$ cat config.mk
export PLATFORM = sky130hd
export DESIGN_NAME = sequential_list_engine
export DESIGN_NICKNAME = d
export VERILOG_FILES = /design/src/rtl/core/slist_pkg.sv /design/src/rtl/core/slist_datapath.sv /design/src/rtl/core/slist_controller.sv /design/src/rtl/core/sequential_list_engine.sv
export SDC_FILE = /design/constraint.sdc
export NUM_CORES = 2
export LEC_CHECK = 0
export ABC_AREA = 1
export BUFFER_PORTS_ARGS = -buffer_cell sky130_fd_sc_hd__clkbuf_2
export CAP_MARGIN = 20
export CORE_ASPECT_RATIO = 0.7
export CORE_MARGIN = 10
export CORE_UTILIZATION = 49
export DETAILED_ROUTE_END_ITERATION = 8
export HOLD_SLACK_MARGIN = 0.15
export MAX_ROUTING_LAYER = met4
export PLACE_DENSITY = 0.69
export SYNTH_ARGS = -nofsm -noshare
export SYNTH_HDL_FRONTEND = slang
export SYNTH_SLANG_ARGS = --single-unit
$ cat constraint.sdc
create_clock -name clock -period 10.05 [get_ports clock]
set_input_delay 1.005 -clock clock [delete_from_list [all_inputs] [get_ports clock]]
set_output_delay 1.005 -clock clock [all_outputs]
set_load 0.01 [all_outputs]
$ cat src/rtl/core/slist_pkg.sv
// shared types, codes and sizes of the sequential list engine
// no dependencies: every other file in rtl/core refers to it by scoped names
`default_nettype none

package slist_pkg;

   // list geometry
   localparam int DEPTH = 32;
   localparam int IDX_W = $clog2(DEPTH);
   localparam int CNT_W = $clog2(DEPTH + 1);

   // fixed field widths
   localparam int OP_W        = 3;
   localparam int POS_W       = 6;
   localparam int KEY_W       = 32;
   localparam int PAYLOAD_W   = 64;
   localparam int STATUS_W    = 3;
   localparam int INDEX_OUT_W = 5;
   localparam int COUNT_OUT_W = 6;
   localparam int CMP_W       = POS_W + 1;

   // command codes
   localparam logic [OP_W-1:0] OP_INS_FRONT = 3'd0;
   localparam logic [OP_W-1:0] OP_INS_BACK  = 3'd1;
   localparam logic [OP_W-1:0] OP_INS_AT    = 3'd2;
   localparam logic [OP_W-1:0] OP_RM_FRONT  = 3'd3;
   localparam logic [OP_W-1:0] OP_RM_BACK   = 3'd4;
   localparam logic [OP_W-1:0] OP_RM_AT     = 3'd5;
   localparam logic [OP_W-1:0] OP_FIND      = 3'd6;
   localparam logic [OP_W-1:0] OP_DUMP      = 3'd7;

   // status codes
   localparam logic [STATUS_W-1:0] ST_OK       = 3'd0;
   localparam logic [STATUS_W-1:0] ST_EMPTY    = 3'd1;
   localparam logic [STATUS_W-1:0] ST_FULL     = 3'd2;
   localparam logic [STATUS_W-1:0] ST_BADPOS   = 3'd3;
   localparam logic [STATUS_W-1:0] ST_NOTFOUND = 3'd4;

   // what a result carries besides its status
   localparam logic [1:0] RK_STATUS = 2'd0;
   localparam logic [1:0] RK_HIT    = 2'd1;
   localparam logic [1:0] RK_ENTRY  = 2'd2;

   typedef struct packed {
      logic [OP_W-1:0]      op;
      logic [POS_W-1:0]     position;
      logic [KEY_W-1:0]     key;
      logic [PAYLOAD_W-1:0] payload;
   } req_type;

   typedef struct packed {
      logic [STATUS_W-1:0]    status;
      logic [INDEX_OUT_W-1:0] index;
      logic [KEY_W-1:0]       key_out;
      logic [PAYLOAD_W-1:0]   payload_out;
      logic [COUNT_OUT_W-1:0] entry_count;
      logic                   last;
   } rsp_type;

   // controller to datapath
   typedef struct packed {
      logic                req_load;
      logic                hit_clear;
      logic                rd_en;
      logic [IDX_W-1:0]    rd_addr;
      logic                wr_en;
      logic [IDX_W-1:0]    wr_addr;
      logic                wr_new;
      logic                cmp_en;
      logic [IDX_W-1:0]    cmp_idx;
      logic                rsp_load;
      logic [1:0]          rsp_kind;
      logic [STATUS_W-1:0] rsp_status;
      logic [IDX_W-1:0]    rsp_index;
      logic                rsp_last;
      logic [CNT_W-1:0]    rsp_count;
   } dp_cmd_type;

   // datapath to controller
   typedef struct packed {
      logic slot_free;
      logic hit;
   } dp_stat_type;

endpackage

`default_nettype wire

$ cat src/rtl/core/slist_datapath.sv
// entry memory, request holding register, key compare and result register
// depends on slist_pkg; driven by slist_controller
`default_nettype none

module slist_datapath (
   input  logic                   clock,
   input  logic                   reset,
   input  slist_pkg::req_type     req_payload,
   input  slist_pkg::dp_cmd_type  cmd,
   output slist_pkg::dp_stat_type stat,
   output logic                   rsp_valid,
   input  logic                   rsp_ready,
   output slist_pkg::rsp_type     rsp_payload
);

   typedef struct packed {
      logic [slist_pkg::KEY_W-1:0]     key;
      logic [slist_pkg::PAYLOAD_W-1:0] payload;
   } entry_type;

   entry_type                   mem [slist_pkg::DEPTH];
   slist_pkg::req_type          req_ff;
   entry_type                   rd_data_ff;
   entry_type                   wr_data;
   entry_type                   hit_entry_ff;
   logic [slist_pkg::IDX_W-1:0] hit_idx_ff;
   logic                        hit_ff;
   logic                        hit_in;
   logic                        key_match;
   logic                        rsp_valid_ff;
   logic                        rsp_valid_in;
   slist_pkg::rsp_type          rsp_ff;
   slist_pkg::rsp_type          rsp_in;

   assign wr_data   = cmd.wr_new ? entry_type'{key: req_ff.key, payload: req_ff.payload}
                                 : rd_data_ff;
   assign key_match = cmd.cmp_en && (rd_data_ff.key == req_ff.key);

   // memory: one write and one registered read per cycle
   always_ff @(posedge clock) begin
      if (cmd.wr_en) begin
         mem[cmd.wr_addr] <= wr_data;
      end
      if (cmd.rd_en) begin
         rd_data_ff <= mem[cmd.rd_addr];
      end
   end

   // scan runs upwards, so the last match wins
   always_comb begin
      hit_in = hit_ff;
      if (cmd.hit_clear) begin
         hit_in = 1'b0;
      end else if (key_match) begin
         hit_in = 1'b1;
      end
   end

   always_ff @(posedge clock) begin
      if (cmd.req_load) begin
         req_ff <= req_payload;
      end
      if (key_match) begin
         hit_idx_ff   <= cmd.cmp_idx;
         hit_entry_ff <= rd_data_ff;
      end
      if (cmd.rsp_load) begin
         rsp_ff <= rsp_in;
      end
   end

   always_comb begin
      rsp_in             = '0;
      rsp_in.status      = cmd.rsp_status;
      rsp_in.entry_count = slist_pkg::COUNT_OUT_W'(cmd.rsp_count);
      rsp_in.last        = cmd.rsp_last;
      unique case (cmd.rsp_kind)
         slist_pkg::RK_HIT: begin
            rsp_in.index       = slist_pkg::INDEX_OUT_W'(hit_idx_ff);
            rsp_in.key_out     = hit_entry_ff.key;
            rsp_in.payload_out = hit_entry_ff.payload;
         end
         slist_pkg::RK_ENTRY: begin
            rsp_in.index       = slist_pkg::INDEX_OUT_W'(cmd.rsp_index);
            rsp_in.key_out     = rd_data_ff.key;
            rsp_in.payload_out = rd_data_ff.payload;
         end
         default: begin
            rsp_in.index = '0;
         end
      endcase
   end

   always_comb begin
      rsp_valid_in = rsp_valid_ff;
      if (cmd.rsp_load) begin
         rsp_valid_in = 1'b1;
      end else if (rsp_ready) begin
         rsp_valid_in = 1'b0;
      end
   end

   always_ff @(posedge clock) begin
      if (reset) begin
         hit_ff       <= 1'b0;
         rsp_valid_ff <= 1'b0;
      end else begin
         hit_ff       <= hit_in;
         rsp_valid_ff <= rsp_valid_in;
      end
   end

   assign stat.slot_free = !rsp_valid_ff || rsp_ready;
   assign stat.hit       = hit_ff;
   assign rsp_valid      = rsp_valid_ff;
   assign rsp_payload    = rsp_ff;

endmodule

`default_nettype wire

$ cat src/rtl/core/slist_controller.sv
// command decoder and sequencer: entry count, walk pointers, datapath commands
// depends on slist_pkg; drives slist_datapath
`default_nettype none

module slist_controller (
   input  logic                   clock,
   input  logic                   reset,
   input  logic                   req_valid,
   output logic                   req_ready,
   input  slist_pkg::req_type     req_payload,
   input  slist_pkg::dp_stat_type stat,
   output slist_pkg::dp_cmd_type  cmd
);

   localparam logic [2:0] S_IDLE   = 3'd0;
   localparam logic [2:0] S_SHIFT  = 3'd1;
   localparam logic [2:0] S_PUT    = 3'd2;
   localparam logic [2:0] S_RESULT = 3'd3;
   localparam logic [2:0] S_SCAN   = 3'd4;
   localparam logic [2:0] S_FRES   = 3'd5;
   localparam logic [2:0] S_DRD    = 3'd6;
   localparam logic [2:0] S_DLD    = 3'd7;

   logic [2:0]                     state_ff,  state_in;
   logic [slist_pkg::CNT_W-1:0]    count_ff,  count_in;
   logic [slist_pkg::IDX_W-1:0]    ptr_ff,    ptr_in;
   logic [slist_pkg::IDX_W-1:0]    end_ff,    end_in;
   logic [slist_pkg::IDX_W-1:0]    wptr_ff,   wptr_in;
   logic                           rd_more_ff, rd_more_in;
   logic                           pend_ff,   pend_in;
   logic                           is_ins_ff, is_ins_in;
   logic [slist_pkg::STATUS_W-1:0] status_ff, status_in;

   logic                           accept;
   logic [slist_pkg::CMP_W-1:0]    cnt_w;
   logic [slist_pkg::CMP_W-1:0]    pos_w;
   logic [slist_pkg::CMP_W-1:0]    tgt;
   logic                           full;
   logic                           empty;

   assign req_ready = (state_ff == S_IDLE);
   assign accept    = req_valid && req_ready;
   assign cnt_w     = slist_pkg::CMP_W'(count_ff);
   assign pos_w     = slist_pkg::CMP_W'(req_payload.position);
   assign full      = (count_ff == slist_pkg::CNT_W'(slist_pkg::DEPTH));
   assign empty     = (count_ff == '0);

   // target position of the command
   always_comb begin
      unique case (req_payload.op)
         slist_pkg::OP_INS_FRONT, slist_pkg::OP_RM_FRONT: tgt = '0;
         slist_pkg::OP_INS_BACK:                          tgt = cnt_w;
         slist_pkg::OP_RM_BACK:                           tgt = cnt_w - slist_pkg::CMP_W'(1);
         default:                                         tgt = pos_w;
      endcase
   end

   always_comb begin
      state_in   = state_ff;
      count_in   = count_ff;
      ptr_in     = ptr_ff;
      end_in     = end_ff;
      wptr_in    = wptr_ff;
      rd_more_in = rd_more_ff;
      pend_in    = pend_ff;
      is_ins_in  = is_ins_ff;
      status_in  = status_ff;

      cmd            = '0;
      cmd.rd_addr    = ptr_ff;
      cmd.wr_addr    = wptr_ff;
      cmd.cmp_idx    = wptr_ff;
      cmd.rsp_kind   = slist_pkg::RK_STATUS;
      cmd.rsp_status = status_ff;
      cmd.rsp_index  = ptr_ff;
      cmd.rsp_last   = 1'b1;
      cmd.rsp_count  = count_ff;

      unique case (state_ff)
         S_IDLE: begin
            if (accept) begin
               cmd.req_load  = 1'b1;
               cmd.hit_clear = 1'b1;
               rd_more_in    = 1'b1;
               pend_in       = 1'b0;
               status_in     = slist_pkg::ST_OK;
               unique case (req_payload.op)
                  slist_pkg::OP_INS_FRONT, slist_pkg::OP_INS_BACK,
                  slist_pkg::OP_INS_AT: begin
                     is_ins_in = 1'b1;
                     end_in    = slist_pkg::IDX_W'(tgt);
                     priority if (full) begin
                        status_in = slist_pkg::ST_FULL;
                        state_in  = S_RESULT;
                     end else if (tgt > cnt_w) begin
                        status_in = slist_pkg::ST_BADPOS;
                        state_in  = S_RESULT;
                     end else if (tgt == cnt_w) begin
                        state_in = S_PUT;
                     end else begin
                        ptr_in   = slist_pkg::IDX_W'(cnt_w - slist_pkg::CMP_W'(1));
                        state_in = S_SHIFT;
                     end
                  end
                  slist_pkg::OP_RM_FRONT, slist_pkg::OP_RM_BACK,
                  slist_pkg::OP_RM_AT: begin
                     is_ins_in = 1'b0;
                     end_in    = slist_pkg::IDX_W'(cnt_w - slist_pkg::CMP_W'(1));
                     priority if (empty) begin
                        status_in = slist_pkg::ST_EMPTY;
                        state_in  = S_RESULT;
                     end else if (tgt >= cnt_w) begin
                        status_in = slist_pkg::ST_BADPOS;
                        state_in  = S_RESULT;
                     end else if (tgt == cnt_w - slist_pkg::CMP_W'(1)) begin
                        count_in = count_ff - slist_pkg::CNT_W'(1);
                        state_in = S_RESULT;
                     end else begin
                        ptr_in   = slist_pkg::IDX_W'(tgt + slist_pkg::CMP_W'(1));
                        state_in = S_SHIFT;
                     end
                  end
                  default: begin
                     // find and dump both walk from entry zero
                     ptr_in = '0;
                     end_in = slist_pkg::IDX_W'(cnt_w - slist_pkg::CMP_W'(1));
                     if (empty) begin
                        status_in = slist_pkg::ST_EMPTY;
                        state_in  = S_RESULT;
                     end else if (req_payload.op == slist_pkg::OP_FIND) begin
                        state_in = S_SCAN;
                     end else begin
                        state_in = S_DRD;
                     end
                  end
               endcase
            end
         end

         S_SHIFT: begin
            if (rd_more_ff) begin
               cmd.rd_en = 1'b1;
               pend_in   = 1'b1;
               wptr_in   = is_ins_ff ? ptr_ff + slist_pkg::IDX_W'(1)
                                     : ptr_ff - slist_pkg::IDX_W'(1);
               if (ptr_ff == end_ff) begin
                  rd_more_in = 1'b0;
               end else begin
                  ptr_in = is_ins_ff ? ptr_ff - slist_pkg::IDX_W'(1)
                                     : ptr_ff + slist_pkg::IDX_W'(1);
               end
            end
            if (pend_ff) begin
               cmd.wr_en = 1'b1;
            end
            if (!rd_more_ff) begin
               pend_in = 1'b0;
               if (is_ins_ff) begin
                  state_in = S_PUT;
               end else begin
                  count_in = count_ff - slist_pkg::CNT_W'(1);
                  state_in = S_RESULT;
               end
            end
         end

         S_PUT: begin
            cmd.wr_en   = 1'b1;
            cmd.wr_new  = 1'b1;
            cmd.wr_addr = end_ff;
            count_in    = count_ff + slist_pkg::CNT_W'(1);
            state_in    = S_RESULT;
         end

         S_RESULT: begin
            if (stat.slot_free) begin
               cmd.rsp_load = 1'b1;
               state_in     = S_IDLE;
            end
         end

         S_SCAN: begin
            if (rd_more_ff) begin
               cmd.rd_en = 1'b1;
               pend_in   = 1'b1;
               wptr_in   = ptr_ff;
               if (ptr_ff == end_ff) begin
                  rd_more_in = 1'b0;
               end else begin
                  ptr_in = ptr_ff + slist_pkg::IDX_W'(1);
               end
            end
            if (pend_ff) begin
               cmd.cmp_en = 1'b1;
            end
            if (!rd_more_ff) begin
               pend_in  = 1'b0;
               state_in = S_FRES;
            end
         end

         S_FRES: begin
            if (stat.slot_free) begin
               cmd.rsp_load   = 1'b1;
               cmd.rsp_kind   = stat.hit ? slist_pkg::RK_HIT : slist_pkg::RK_STATUS;
               cmd.rsp_status = stat.hit ? slist_pkg::ST_OK : slist_pkg::ST_NOTFOUND;
               state_in       = S_IDLE;
            end
         end

         S_DRD: begin
            // the slot is sure to be free in the next cycle, in S_DLD
            if (stat.slot_free) begin
               cmd.rd_en = 1'b1;
               state_in  = S_DLD;
            end
         end

         S_DLD: begin
            cmd.rsp_load   = 1'b1;
            cmd.rsp_kind   = slist_pkg::RK_ENTRY;
            cmd.rsp_status = slist_pkg::ST_OK;
            cmd.rsp_last   = (ptr_ff == end_ff);
            if (ptr_ff == end_ff) begin
               state_in = S_IDLE;
            end else begin
               ptr_in   = ptr_ff + slist_pkg::IDX_W'(1);
               state_in = S_DRD;
            end
         end

         default: begin
            state_in = S_IDLE;
         end
      endcase
   end

   always_ff @(posedge clock) begin
      if (reset) begin
         state_ff   <= S_IDLE;
         count_ff   <= '0;
         rd_more_ff <= 1'b0;
         pend_ff    <= 1'b0;
      end else begin
         state_ff   <= state_in;
         count_ff   <= count_in;
         rd_more_ff <= rd_more_in;
         pend_ff    <= pend_in;
      end
   end

   always_ff @(posedge clock) begin
      ptr_ff    <= ptr_in;
      end_ff    <= end_in;
      wptr_ff   <= wptr_in;
      is_ins_ff <= is_ins_in;
      status_ff <= status_in;
   end

   a_count_range : assert property (@(posedge clock) disable iff (reset)
      count_ff <= slist_pkg::CNT_W'(slist_pkg::DEPTH))
      else $error("entry count beyond list depth");

   a_load_slot_free : assert property (@(posedge clock) disable iff (reset)
      cmd.rsp_load |-> stat.slot_free)
      else $error("result loaded over an untaken result");

   a_rd_wr_apart : assert property (@(posedge clock) disable iff (reset)
      (cmd.rd_en && cmd.wr_en) |-> (cmd.rd_addr != cmd.wr_addr))
      else $error("shift reads and writes the same entry");

   a_drain_pending : assert property (@(posedge clock) disable iff (reset)
      ((state_ff == S_SHIFT || state_ff == S_SCAN) && !rd_more_ff) |-> pend_ff)
      else $error("walk ended with no read in flight");

   a_count_step : assert property (@(posedge clock) disable iff (reset)
      (state_ff == S_PUT) |=> (count_ff == $past(count_ff) + slist_pkg::CNT_W'(1)))
      else $error("insert did not grow the list by one");

endmodule

`default_nettype wire

$ cat src/rtl/core/sequential_list_engine.sv
// sequential list engine: top level joining the controller and the datapath
// depends on slist_pkg, slist_controller and slist_datapath
//
// An ordered list of up to 32 entries, each a 32-bit key and a 64-bit payload, kept in
// a single-port-read, single-port-write memory. One command is taken at a time: req_ready
// is high only while the sequencer is idle, but a finished result sits in its own output
// register, so the next command can be taken while that result still waits on rsp_ready.
// Insert at position p moves the entries at and above p up one per cycle, drains the last
// move, then writes the new entry; appending at the back writes the new entry at once.
// Remove at p moves the entries above p down one, none when the last entry goes; find
// scans all entries and keeps the highest-index match; dump sends one result per entry,
// each waiting for the result register to be free; rejected commands (full, empty, bad
// position) go straight to their result. The entry memory is not cleared at reset and
// needs no clearing pass: only entries below the count are ever read.
`default_nettype none

module sequential_list_engine (
   input  logic               clock,
   input  logic               reset,
   // command transfer
   input  logic               req_valid,
   output logic               req_ready,
   input  slist_pkg::req_type req_payload,
   // result transfer
   output logic               rsp_valid,
   input  logic               rsp_ready,
   output slist_pkg::rsp_type rsp_payload
);

   // command and status bundles between sequencer and datapath
   slist_pkg::dp_cmd_type  dp_cmd;
   slist_pkg::dp_stat_type dp_stat;

   // sequencer: decodes the command, owns the entry count and walks the list
   slist_controller u_ctrl (
      .clock       (clock),
      .reset       (reset),
      .req_valid   (req_valid),
      .req_ready   (req_ready),
      .req_payload (req_payload),
      .stat        (dp_stat),
      .cmd         (dp_cmd)
   );

   // datapath: entry memory, key compare and the result register
   slist_datapath u_dp (
      .clock       (clock),
      .reset       (reset),
      .req_payload (req_payload),
      .cmd         (dp_cmd),
      .stat        (dp_stat),
      .rsp_valid   (rsp_valid),
      .rsp_ready   (rsp_ready),
      .rsp_payload (rsp_payload)
   );

endmodule

`default_nettype wire

# After elaboration in Yosys (flattened, before gate mapping)
# Memories as Yosys holds them, arrays and structs flattened. A register that Yosys moved wholly into a read port is not among the register bits.
# Cells that the tools add are included.
totals:
  reg_bits: 340
  mem_bits_rw: 3072
  in_bits: 109
  output_inout_bits: 113
  wordCells: 175
  memories: 1
mem_list:
  columns: ["name", "words", "word_bits", "rd", "rd_ports_with_merged_regs", "wr", "line_no", "rtl"]
  rows:
  - ["u_dp.mem", 32, 96, 1, 1, 1, "slist_datapath.sv:21", "entry_type mem [slist_pkg::DEPTH];"]
classes:
  addsub: 6
  magnitude_cmp: 2
  n_eq_ne: 39
  muxes: 79
  n_reduce_logical: 26
op_table:
  columns: ["operator", "n"]
  rows:
  - ["96-bit case mux with 2 select lines", 1]
  - ["96-bit two-way mux", 1]
  - ["5-bit two-way mux", 16]
  - ["6-bit two-way mux", 9]
  - ["3-bit two-way mux", 14]
  - ["5-bit case mux with 2 select lines", 4]
  - ["32-bit equality test", 1]
  - ["3-bit equality test (second input constant)", 7]
  - ["3-bit case mux with 7 select lines", 1]
  - ["7-bit case mux with 3 select lines", 1]
  - ["2-bit inequality test (second input constant)", 10]
  - ["5-bit case mux with 4 select lines", 1]
  - ["3-bit inequality test (second input constant)", 6]
  - ["6-bit case mux with 3 select lines", 1]
  - ["1-bit two-way mux", 15]
  - ["2-bit two-way mux", 7]
  - ["3-bit by 2-bit equality test with 1-bit output (second input constant)", 4]
  - ["3-bit case mux with 2 select lines", 2]
  - ["11-bit AND reduction", 1]
  - ["5-bit by 1-bit adder with 5-bit output (second input constant)", 2]
  - ["1-bit case mux with 2 select lines", 5]
  - ["8-bit AND reduction", 1]
  - ["2-bit nonzero test", 4]
  - ["2-bit OR reduction", 4]
  - ["other kinds (26)", 34]

# Logic depth before layout (Yosys ltp)
logic_depth:
  word_depth: 10
  depth_mapped: 19
  depth_no_buf: 19

# Cells and area by module
# Synthesis repeated with hierarchy kept, for this count alone.
unflattened:
  hier_cells: 10768
  hier_area_um2: 138789.4
modules_own_cells:
  columns: ["mod", "instances", "cells_per_inst", "area_per_inst_um2"]
  rows:
  - ["slist_datapath", 1, 10352, 136041.7]
  - ["slist_controller", 1, 416, 2747.6]

# Worst setup path before layout
# No wires, ideal clock.
synth_path:
  path_type: "input to register"
  startpoint: "in rsp_ready"
  endpoint: "reg, netlist name u_dp.rd_data_ff[0]"
  arrival_ns: 7.787
  path_slack_ns: 1.580
  stages: 2
  n_path_buf: 0
  cell_sequence: "nor2_1 o21ai_0"
synth_rtl:
  columns: ["item", "line_no", "rtl"]
  rows:
  - ["start: declaration", "sequential_list_engine.sv:26", "input logic rsp_ready,"]

# Worst setup path after layout
layout_path:
  startpoint: "reg u_ctrl.state_ff[0]"
  endpoint: "mem u_dp.mem[27][21] in the netlist's numbering (enable)"
layout_via:
  elab_chain_cells: 4
  word_cells_on_any_way: 6
layout_rtl:
  columns: ["item", "line_no", "rtl"]
  rows:
  - ["start: declaration", "slist_controller.sv:24", "logic [2:0] state_ff, state_in;"]
  - ["start signal: assignment", "slist_controller.sv:245", "state_ff <= state_in;"]
  - ["3-bit by 2-bit equality test with 1-bit output / 3-bit by 1-bit equality test with 1-bit output (equally long branches)", "slist_controller.sv:79", "unique case (state_ff)"]
  - ["1-bit case mux with 2 select lines", "slist_controller.sv:79", null]
  - ["1-bit two-way mux", "slist_datapath.sv:41", "if (cmd.wr_en) begin"]
  - ["1-bit two-way mux (implied by the code)", "slist_datapath.sv:42", "mem[cmd.wr_addr] <= wr_data;"]
  - ["end: declaration", "slist_datapath.sv:21", null]
# Parallel ways exist; a longest one is shown, timed or not.

==> results by group <==
Final layout
  • Area delta synth->final: 11.1%
  • Fin nets: 10100
  • Share of cells above drive strength 1: 9.75%
  • Final core utilization: a little over half
  • Number of fill cells in the layout: 21300
  • Storage element area: 105000 um^2
  • Post-Layout Cell Count: 13900
  • Multi-input gate area: 28200 um^2

Run
  • Max-Cap Viols: 0

Clocking
  • Hold buffers post-CTS: 0
  • Clock Latency Late Sink: 0.90 ns
  • Clk root buf: clkbuf_16
  • CTS tree: built
  • Clock Path Buffers: 4
  • H-tree Lvls: 5
  • Total CTS buffers: 333
  • Clk sink count: ~3500
  • Post-CTS sizing: 0
  • Post-CTS Setup Bufs: 0
  • Worst-path clk slew: 0.06 ns

Die
  • Die ar.: about 300000 um^2
  • Cell Rows: 161
  • Initial core utilization: 49.4%
  • IO Count: 222
  • Die height: 461 um
  • Core Area: about 280000 um^2
  • Die X-Extent: 651 um

Detailed routing
  • Final wirelength: 404000 um
  • Drt initial violations: about 15000
  • DR DRC count: 0
  • Via density: 6.41
  • Vias: between 80000 and 90000
  • Wirelength per Cell: 29.2 um
  • TritonRoute pass-1 iters: 6
  • Post-route ant nets: 0

Placement
  • Post-Place Cells: 13300
  • I/O Buffers: 221
  • Routability Congestion: roughly 0.9
  • Post-DP HPWL: 200000 um

Timing
  • Post-route clock period utilization: 60.4%
  • Setup Total Neg Slack: 0 ns
  • Hold Fails Final Rpt: 0
  • Slew headroom: 10.0%
  • Peak Freq: 165 MHz
  • Final setup vio count: 0
  • Slew @ Worst Pin: around 1.3 ns
  • Tmin final: just over 6 ns
  • Final Skew: just under 0.05 ns
  • RSZ-0062 raised after global routing: false
  • Max-slew violations: 0
  • Hold slack: 0.283 ns

Power and ir drop
  • Sw Share: 36.7%
  • Int Power: 29.5 mW
  • Leakage: 47.6 nW
  • Clock power frac: 25.9%
  • Worst VDD drop: 328 uV
  • Psw: 17.1 mW
  • PwrDens: between 300 and 400 nW/um^2
  • Comb power frac: 31.5%
  • Seq pwr share: 42.7%

Logic synthesis
  • Sequential fraction of the synthesis area: roughly 77%
  • Gate Count Post-Synth: 9917
  • Syn Nets: 10000
  • Most frequent cell after synthesis: edfxtp_1
  • Synth top cells by count: edfxtp_1, nor2_1, o21ai_0
  • Most area-consuming cells after synthesis: edfxtp_1, o21ai_0, nor2_1
  • Dominant cell type by area after synthesis: edfxtp_1
  • Post-synth EDFFs: around 3500
  • Top FF cell, synth: edfxtp_1
  • Unique masters post-synth: 52
  • Synth Warn #: 0
  • Mapped cell area: approximately 140000 um^2
  • FFs w/ async S/R, synth: 0%
  • Seq cells post-synth: 3507
  • Average size of a mapped cell: 13.8 um^2
  • Synth top area share: 76.9%

Global route
  • Congestion Overflow GR: 0
  • Initial antenna violation count: 11
  • Largest net degree at the start of global routing: 270
  • First-pass GRT wire length: 578000 um
  • Gr usage total: about a quarter
  • Vias in the first global route: 82900

Min path
  • Class of the worst hold path: in -> reg
  • Hold path depth: 1

Setup path
  • FF-to-FF setup slack: between 3 and 4 ns
  • Worst Path Max Fanout: 53
  • Type of the worst setup path: reg -> reg
  • WP data arrival: around 6.6 ns
  • Worst R2R Path Depth: 11
  • Crit path capture type: flop
  • Critical Path Source Type: flop
  • CP Data Required Time: 10.55 ns

Status
  • Status: finished clean
-- state kept, by name, indices dropped and copies added (netlist names), 2 cells and up --
| signal | count |
|---|---|
| u_dp.hit_idx_ff | 5 |
| u_dp.rsp_payload | 111 |
| u_ctrl.ptr_ff | 5 |
| u_dp.req_ff | 96 |
| u_dp.hit_entry_ff | 96 |
| u_ctrl.end_ff | 5 |
| u_dp.mem | 3072 |
| u_ctrl.status_ff | 2 |
| u_ctrl.count_ff | 6 |
| u_dp.rd_data_ff | 96 |
| u_ctrl.wptr_ff | 5 |
| u_ctrl.state_ff | 3 |
-- layer usage --
layer	up-vias	track usage [%]	part of all wire (%)
li1	37300	-	-
met1	44100	37.1	38
met2	6600	37.9	43
met3	896	8.07	16
met4	0	8.04	3.3
met5	-	-	0
-- cells by family after synthesis --
| kind of cell | count (synthesis) | synth area share, % |
|---|---|---|
| adders and majority gates | 18 | 0.171 |
| DFF | 3507 | 77.1 |
| buffers and inverters | 829 | 2.49 |
| and+or+nand+nor | 2679 | 7.75 |
| xor gates and xnor gates | 24 | 0.154 |
| AOI/OAI and AO/OA | 2786 | 11.7 |
| muxes | 74 | 0.609 |
-- area by class of cell --
type	instances	area share, %
Tap cell	3667	3.03
Multi-Input combinational cell	5581	18.6
Inverter	139	0.368
Timing Repair Buffer	385	1.85
Clock buffer	406	5.80
Antenna cell	9	0.0149
Clock inverter	178	0.933
Sequential cell	3507	69.4
-- stage by stage --
step	worst slack [ns]	instance area (um^2)	total power, mW
3_3_place_gp	4.12	141000	33.7
2_1_floorplan	1.58	136000	29.1
4_1_cts	4.12	151000	46.1
6_report	3.98	152000	46.6
5_1_grt	3.89	152000	48.3
3_5_place_dp	4.13	141000	34.2
-- final timing paths --
path | from | end
hold / removal | req_payload[48] | u_dp.req_ff[48]$_DFFE_PP_
hold reg to reg | u_ctrl.wptr_ff[1]$_DFFE_PP_ | u_dp.hit_idx_ff[1]$_DFFE_PP_
setup / recovery | u_ctrl.state_ff[0]$_SDFFE_PP0P_ | u_dp.mem[27][21]$_DFFE_PP_
setup reg to reg | u_ctrl.state_ff[0]$_SDFFE_PP0P_ | u_dp.mem[27][21]$_DFFE_PP_
-- placed cells by master, fill, tap and decap left out, types with 10 or more instances in the layout --
cell type     n
a211oi_1     11
a21oi_1     188
a31oi_1      93
buf_12       28
buf_4       120
buf_8        16
bufinv_16    19
clkbuf_1     64
clkbuf_16   342
clkbuf_2    221
clkinv_1     83
clkinv_2     51
dfxtp_1      13
edfxtp_1   3494
ha_1         15
inv_1       129
mux2_2       72
nand2_1     663
nand3_1     190
nand4_1      40
nor2_1     1682
nor2_4       38
nor3_1       24
o211ai_1     51
o21ai_0    1549
o21ai_1      78
o21ai_2      18
o221ai_1    275
o22ai_1     497
or2_2        11
xnor2_1      10
xor2_1       14
-- power groups by stage --
| stage | clock, mW | sequential [mW] | combinational [mW] |
|---|---|---|---|
| after floorplan | 0 | 19.9 | 9.21 |
| final | 12.0 | 19.9 | 14.6 |
| after global routing | 12.7 | 19.9 | 15.7 |
| after detailed placement | 0 | 20.1 | 14.1 |
| after global placement | 0 | 20.1 | 13.6 |
| after CTS | 12.1 | 19.8 | 14.1 |
-- worst max-delay path, cell delays in order (launching register included) --
cell	delay (ns)
dfxtp_1	0.37
inv_1	0.10
nand2_1	0.12
inv_1	0.08
nand2_4	0.59
buf_4	0.76
o21ai_0	0.34
inv_1	0.17
nand3_1	0.61
nor2_4	1.05
buf_4	0.58
buf_4	0.79
Note: power is estimated with default switching activity, not from simulation.
